**config.mk**
```make
export PLATFORM = sky130hd
export DESIGN_NAME = hsv_to_rgb_hex_unit
export DESIGN_NICKNAME = d
export VERILOG_FILES = /design/src/hdl/hsvrgb_pkg.sv /design/src/hdl/hsv_to_rgb_hex_unit.sv
export SDC_FILE = /design/constraint.sdc
export NUM_CORES = 2
export LEC_CHECK = 0
export ABC_AREA = 1
export BUFFER_PORTS_ARGS = -buffer_cell sky130_fd_sc_hd__buf_2
export CAP_MARGIN = 20
export CORE_ASPECT_RATIO = 1.1
export CORE_MARGIN = 2
export CORE_UTILIZATION = 65
export DETAILED_ROUTE_END_ITERATION = 10
export PLACE_DENSITY_LB_ADDON = 0.15
export SYNTH_ARGS = -nofsm -noshare
export SYNTH_HDL_FRONTEND = slang
export SYNTH_SLANG_ARGS = --single-unit
```
**constraint.sdc**
```tcl
create_clock -name clk -period 18.6 [get_ports clk]
set_input_delay 3.72 -clock clk [delete_from_list [all_inputs] [get_ports clk]]
set_output_delay 3.72 -clock clk [all_outputs]
set_load 0.05 [all_outputs]
```
**src/hdl/hsvrgb_pkg.sv**
```systemverilog
`default_nettype none

package hsvrgb_pkg;

  localparam int unsigned PCT_W = 7;
  localparam int unsigned CH_W  = 8;
  localparam int unsigned HUE_W = 9;
  localparam int unsigned NUM_W = 20;
  localparam int unsigned MAG_W = 19;
  localparam int unsigned HEX_W = 48;

  typedef enum logic [0:0] {
    CFG_SATURATION = 1'b0,
    CFG_BRIGHTNESS = 1'b1
  } cfg_index_t;

  localparam logic [PCT_W-1:0] PCT_MAX = 7'd100;

  // floor(p * 255 / 100) == (p * 5347860) >> 21 for every p up to 100.
  localparam int unsigned      PCT_PROD_W = 30;
  localparam int unsigned      PCT_SHIFT  = 21;
  localparam logic [22:0]      PCT_RECIP  = 23'd5347860;

  // floor(n / 60) == (n * 279621) >> 24 for every n below 381359.
  localparam int unsigned      DIV_PROD_W = 38;
  localparam int unsigned      DIV_SHIFT  = 24;
  localparam logic [18:0]      DIV60_RECIP = 19'd279621;

  localparam logic [HUE_W-1:0] RED_SPLIT     = 9'd180;
  localparam logic [HUE_W-1:0] RED_CENTER_LO = 9'd0;
  localparam logic [HUE_W-1:0] RED_CENTER_HI = 9'd360;
  localparam logic [HUE_W-1:0] GREEN_CENTER  = 9'd120;
  localparam logic [HUE_W-1:0] BLUE_CENTER   = 9'd240;

  localparam logic [NUM_W-1:0] HIGH_WEIGHT = 20'd120;
  localparam logic [NUM_W-1:0] LOW_WEIGHT  = 20'd60;

  function automatic logic [CH_W-1:0] pct_to_byte(input logic [PCT_W-1:0] pct);
    logic [PCT_PROD_W-1:0] prod;
    prod = PCT_PROD_W'(pct) * PCT_PROD_W'(PCT_RECIP);
    return prod[PCT_SHIFT +: CH_W];
  endfunction

  function automatic logic [7:0] hex_char(input logic [3:0] nib);
    logic [7:0] code;
    if (nib < 4'd10) begin
      code = 8'h30 + 8'(nib);
    end else begin
      code = 8'h57 + 8'(nib);
    end
    return code;
  endfunction

endpackage

`default_nettype wire

```
**src/hdl/hsv_to_rgb_hex_unit.sv**
```systemverilog
// HSV to RGB converter with hex text. Saturation and brightness are to be
// written through the configuration port only while the unit is idle; the
// unit itself does not enforce this. A write above 100 saturates to 100. A
// hue is taken on every cycle that start is high (busy is always low). Its
// result is on the outputs with done high for one cycle. The hue passes
// through the input register, after which each channel has a multiplier that
// forms its numerator; then the numerator register, after which a reciprocal
// multiplier divides by 60, the clamp is applied and the text is built; and
// last the result register. The unit sustains one hue per cycle and the
// receiver cannot stall it.
`default_nettype none

module hsv_to_rgb_hex_unit (
  input  wire logic                          clk,
  input  wire logic                          rst,
  input  wire logic                          start,
  output logic                               busy,
  input  wire logic [hsvrgb_pkg::HUE_W-1:0]  hue,
  input  wire logic                          wr_en,
  input  wire logic [0:0]                    wr_index,
  input  wire logic [hsvrgb_pkg::PCT_W-1:0]  wr_data,
  output logic                               done,
  output logic [hsvrgb_pkg::CH_W-1:0]        red,
  output logic [hsvrgb_pkg::CH_W-1:0]        green,
  output logic [hsvrgb_pkg::CH_W-1:0]        blue,
  output logic [hsvrgb_pkg::HEX_W-1:0]       hex_text
);

  localparam int unsigned CH_W  = hsvrgb_pkg::CH_W;
  localparam int unsigned HUE_W = hsvrgb_pkg::HUE_W;
  localparam int unsigned NUM_W = hsvrgb_pkg::NUM_W;
  localparam int unsigned MAG_W = hsvrgb_pkg::MAG_W;
  localparam int unsigned Q_W   = hsvrgb_pkg::DIV_PROD_W - hsvrgb_pkg::DIV_SHIFT;

  // Channel floor and ceiling, kept as bytes.
  logic [CH_W-1:0] low;
  logic [CH_W-1:0] high;
  logic [hsvrgb_pkg::PCT_W-1:0] wr_pct;

  assign wr_pct = (wr_data > hsvrgb_pkg::PCT_MAX) ? hsvrgb_pkg::PCT_MAX : wr_data;

  always_ff @(posedge clk) begin
    if (rst) begin
      low  <= '0;
      high <= '1;
    end else if (wr_en) begin
      unique case (hsvrgb_pkg::cfg_index_t'(wr_index))
        hsvrgb_pkg::CFG_SATURATION: low  <= hsvrgb_pkg::pct_to_byte(hsvrgb_pkg::PCT_MAX - wr_pct);
        hsvrgb_pkg::CFG_BRIGHTNESS: high <= hsvrgb_pkg::pct_to_byte(wr_pct);
      endcase
    end
  end

  assign busy = 1'b0;

  // Input register.
  logic             in_valid;
  logic [HUE_W-1:0] hue_q;

  always_ff @(posedge clk) begin
    if (rst) begin
      in_valid <= 1'b0;
    end else begin
      in_valid <= start && !busy;
    end
  end

  always_ff @(posedge clk) begin
    if (start && !busy) begin
      hue_q <= hue;
    end
  end

  // Numerator stage: 120*high - 60*low - (high - low) * |hue - center|.
  logic [HUE_W-1:0]        center [3];
  logic [HUE_W-1:0]        hue_dist [3];
  logic signed [HUE_W:0]   dist_s [3];
  logic signed [HUE_W:0]   span;
  logic signed [NUM_W-1:0] base;
  logic signed [NUM_W-1:0] prod   [3];
  logic signed [NUM_W-1:0] num_next [3];
  logic signed [NUM_W-1:0] num    [3];
  logic                    num_valid;

  always_comb begin
    center[0] = (hue_q < hsvrgb_pkg::RED_SPLIT) ? hsvrgb_pkg::RED_CENTER_LO
                                                : hsvrgb_pkg::RED_CENTER_HI;
    center[1] = hsvrgb_pkg::GREEN_CENTER;
    center[2] = hsvrgb_pkg::BLUE_CENTER;
    span = $signed({2'b00, high}) - $signed({2'b00, low});
    base = $signed(NUM_W'(high) * hsvrgb_pkg::HIGH_WEIGHT - NUM_W'(low) * hsvrgb_pkg::LOW_WEIGHT);
    for (int k = 0; k < 3; k++) begin
      hue_dist[k] = (hue_q >= center[k]) ? (hue_q - center[k]) : (center[k] - hue_q);
      dist_s[k]   = $signed({1'b0, hue_dist[k]});
      prod[k]     = span * dist_s[k];
      num_next[k] = base - prod[k];
    end
  end

  always_ff @(posedge clk) begin
    if (rst) begin
      num_valid <= 1'b0;
    end else begin
      num_valid <= in_valid;
    end
  end

  always_ff @(posedge clk) begin
    for (int k = 0; k < 3; k++) begin
      num[k] <= num_next[k];
    end
  end

  // Divide stage: truncating division by 60 on the magnitude, then clamp.
  logic [MAG_W-1:0]                      mag  [3];
  logic [hsvrgb_pkg::DIV_PROD_W-1:0]     qprod [3];
  logic [Q_W-1:0]                        quot [3];
  logic signed [NUM_W-1:0]               tval [3];
  logic signed [NUM_W-1:0]               low_s;
  logic signed [NUM_W-1:0]               high_s;
  logic [CH_W-1:0]                       chan [3];
  logic [hsvrgb_pkg::HEX_W-1:0]          text_next;

  always_comb begin
    low_s  = $signed(NUM_W'(low));
    high_s = $signed(NUM_W'(high));
    for (int k = 0; k < 3; k++) begin
      mag[k]   = num[k][NUM_W-1] ? MAG_W'(-num[k]) : num[k][MAG_W-1:0];
      qprod[k] = hsvrgb_pkg::DIV_PROD_W'(mag[k]) *
                 hsvrgb_pkg::DIV_PROD_W'(hsvrgb_pkg::DIV60_RECIP);
      quot[k]  = qprod[k][hsvrgb_pkg::DIV_SHIFT +: Q_W];
      tval[k]  = num[k][NUM_W-1] ? -$signed(NUM_W'(quot[k])) : $signed(NUM_W'(quot[k]));
      if (tval[k] < low_s) begin
        chan[k] = low;
      end else if (tval[k] > high_s) begin
        chan[k] = high;
      end else begin
        chan[k] = tval[k][CH_W-1:0];
      end
    end
    text_next = {hsvrgb_pkg::hex_char(chan[0][7:4]), hsvrgb_pkg::hex_char(chan[0][3:0]),
                 hsvrgb_pkg::hex_char(chan[1][7:4]), hsvrgb_pkg::hex_char(chan[1][3:0]),
                 hsvrgb_pkg::hex_char(chan[2][7:4]), hsvrgb_pkg::hex_char(chan[2][3:0])};
  end

  always_ff @(posedge clk) begin
    if (rst) begin
      done <= 1'b0;
    end else begin
      done <= num_valid;
    end
  end

  always_ff @(posedge clk) begin
    red      <= chan[0];
    green    <= chan[1];
    blue     <= chan[2];
    hex_text <= text_next;
  end

  // Every result comes from an earlier input transfer.
  assert property (@(posedge clk) disable iff (rst) done |-> $past(start, 3))
    else $error("result without a matching input transfer");

  // The text follows the red byte that goes out with it.
  assert property (@(posedge clk) disable iff (rst)
    done |-> hex_text[47:40] == hsvrgb_pkg::hex_char(red[7:4]) &&
             hex_text[39:32] == hsvrgb_pkg::hex_char(red[3:0]))
    else $error("hex text does not match red byte");

  // The last character is always a lower-case hex digit.
  assert property (@(posedge clk) disable iff (rst)
    done |-> (hex_text[7:0] >= 8'h30 && hex_text[7:0] <= 8'h39) ||
             (hex_text[7:0] >= 8'h61 && hex_text[7:0] <= 8'h66))
    else $error("hex text holds a character that is not a hex digit");

endmodule

`default_nettype wire

```
==> summary.md <==
| Metric | Value |
|---|---|
| Wirelength, routed | 99.2 mm |
| Global-route wire length before repair | 163 mm |
| All-Layer GR Usage | between 30% and 40% |
| Worst setup path startpoint | num[0][20] |
| R2R depth | between 40 and 50 |
| CP max-delay cell | xor2_1 |
| Sequential element share of the synthesized area | 8.26% |
| Row count | 92 |
| GRT Residual Overflow | 0 |
| Fin crit share | 50.1% |
| Final setup viols | 0 |
| FF+latch count, synth | 152 |
| Ys flop type | dfxtp_1 |
| Vias in the first global route | approximately 34000 |
| Layout Nets | 6417 |
| Layout cell share with drive strength beyond 1 | 6.09% |
| Worst slew pin tran | 1.02 ns |
| Slew HR | 31.6% |
| Hpwl dp | about 86 mm |
| Yosys warnings | 0 |
| Async SR Flop Fraction | 0% |
| IO buf count | 87 |
| Crit path capture | hex_text[26] |
| Skew-Pair Late Insertion Delay | 0.49 ns |
| Placed insts | 5960 |
| Clk pin slew, worst setup/hold paths | 0.08 ns |
| Max clock buf depth | 2 |
| Setup tns final | 0 ns |
| Die Wd | 234 µm |
| Drt via density | 5.48 |
| Core footprint | roughly 58000 µm² |
| CTS Buf Count | 17 |
| Cells after Synth | 5125 |
| Top cell type's share of synthesized area | a little over a quarter |
| Die Y-Extent | 257 µm |
| Post-synth top area cell | ha_1 |
| Clock sink total | 152 |
| Number of remaining DRC errors | 0 |
| R2R setup slack | between 9 and 10 ns |
| Antenna-violating nets left | 0 |
| Fin crit period | 9.31 ns |
| Cts hold-fix bufs | 0 |
| CP required | between 15 and 20 ns |
| Initial Util | 65.9% |
| First-pass iteration count of the detailed router | 6 |
| Initial DRC Count | 2010 |
| # H-tree levels | 4 |
| MaxCap Viol Count | 0 |
| RR Startpoint | num[0][20] |
| Crit path max fanout | 11 |
| Slew Limit Fails | 0 |
| # IOs | 95 |
| Root buffer cell | clkbuf_16 |
| Cell Area, Synth | 37900 µm² |
| Post-CTS sizing | 0 |
| DR WL/cell | 16.6 µm |
| Via count | 32800 |
| Worst Path Arrival | 9.70 ns |
| Largest stage delay, worst path | 0.61 ns |
| Synth unique cells | 62 |
| Mean post-synth cell area | approximately 7.4 µm² |
| Largest net degree at the start of global routing | 29 |
| List of most frequent post-synthesis cells | inv_1, nand2_1, ha_1 |
| Area grow syn2layout | 5.23% |
| Critical Path Sink Type | flip-flop |
| Worst hold slack | 0.406 ns |
| RSZ-0062 raised after global routing | false |
| Routability congestion estimate from global placement | between 0.9 and 1 |
| Number of synthesized flops with an enable pin | 9 |
| Fin. Hold Viols | 0 |
| CTS tree | built |
| Fmax | 107 MHz |
| R2r endpoint | hex_text[26] |
| Hold WC Path Type | flip-flop to flip-flop |
| Top cells by area, synth | ha_1, fa_1, inv_1, nand2_1, dfxtp_1 |
| CP Launch Type | flip-flop |
| Count of non-filler cells in the finished layout | 5993 |
| WS Path Type | flip-flop to flip-flop |
| Post-CTS Setup Repair Bufs | 0 |
| Outcome | finished clean |
| Initial antenna violation count | 1 |
| Setup skew after layout | ~0.012 ns |
| Die area | about 60000 µm² |
| Most frequent cell after synthesis | inv_1 |
-- how the worst min path moves through the flow --
stage,startpoint,end,cells past startpoint
2_1_floorplan,num_valid,done,2
3_3_place_gp,in_valid,num_valid,2
3_5_place_dp,in_valid,num_valid,2
4_1_cts,in_valid,num_valid,2
5_1_grt,in_valid,num_valid,2
6_report,in_valid,num_valid,2
-- critical path: cells and delay by family (launching register included) --
family                   cells  cell delay, ns
AO/OA/AOI/OAI                6            1.12
XOR/XNOR                     2            0.96
adder cells (fa/ha/maj)      9            3.25
buffers and inverters       10            1.07
flip-flops                   1            0.35
AND/OR/NAND/NOR             19            2.45
-- kinds of logic after synthesis --
logic type               share of synthesized area, %
AND/OR/NAND/NOR                                  20.7
buffers and inverters                            12.2
adder cells (fa/ha/maj)                          45.8
AO/OA/AOI/OAI                                    8.52
XOR/XNOR                                         4.48
flip-flops                                       8.26
other                                          0.0198
-- sequential cells by signal, summed over array words and instances (netlist names) --
register / flops
low: 8
green: 8
done: 1
high: 8
num: 58
hex_text: 42
hue_q: 9
num_valid: 1
in_valid: 1
blue: 8
red: 8
-- metal layers --
metal | vias to the layer above | GRT usage [%] | part of all wire, %
met4 | 0 | 14.5 | 4.3
li1 | 16300 | - | -
met5 | - | 0 | 0
met1 | 15400 | 40.7 | 41
met2 | 908 | 59.9 | 49
met3 | 258 | 5.81 | 5.8
-- cell usage in the layout (no fill, tap or decap), types with 13 or more instances in the layout --
master / synthesis / routed
nand3_1: 207 / 207
or2_2: 16 / 16
conb_1: 2 / 13
inv_1: 1134 / 1134
clkbuf_16: 0 / 17
nand3_2: 13 / 13
o21bai_1: 30 / 30
buf_4: 9 / 27
dfxtp_1: 143 / 143
buf_2: 1 / 87
ha_1: 802 / 802
nand2_2: 66 / 66
xor2_1: 148 / 147
nor3_1: 40 / 40
nor2_1: 458 / 458
inv_2: 24 / 24
nor2_2: 14 / 14
nand2_1: 927 / 927
o21ai_1: 17 / 17
o21ai_0: 154 / 154
nand3b_1: 14 / 14
fa_1: 367 / 367
nand4_1: 24 / 24
a21oi_1: 267 / 267
xnor2_1: 46 / 46
o211ai_1: 15 / 15
a21o_1: 17 / 17
nor4_1: 13 / 13
-- layout make-up --
cell class / instances / area, µm²
Multi-Input combinational cell: 3774 / 30200
Clock buffer: 17 / 425
Tap cell: 752 / 941
Antenna cell: 1 / 2.50
Clock inverter: 15 / 173
Fill cell: 4968 / 17600
Timing Repair Buffer: 114 / 638
Sequential cell: 152 / 3130
Inverter: 1168 / 4390
-- per-stage QoR --
stage / cell area, µm² / utilization, % / setup slack (ns)
after floorplan: 38000 / - / 10.03
after global placement: 39300 / 68.3 / 9.35
after detailed placement: 39300 / 68.3 / 9.25
after CTS: 39900 / 69.3 / 9.37
after global routing: 39900 / 69.3 / 8.45
final: 39900 / 69.3 / 9.29
Power is left out: the tool's default activity adds up to more than one toggle a clock period on the data nets, which glitch-free logic cannot reach.
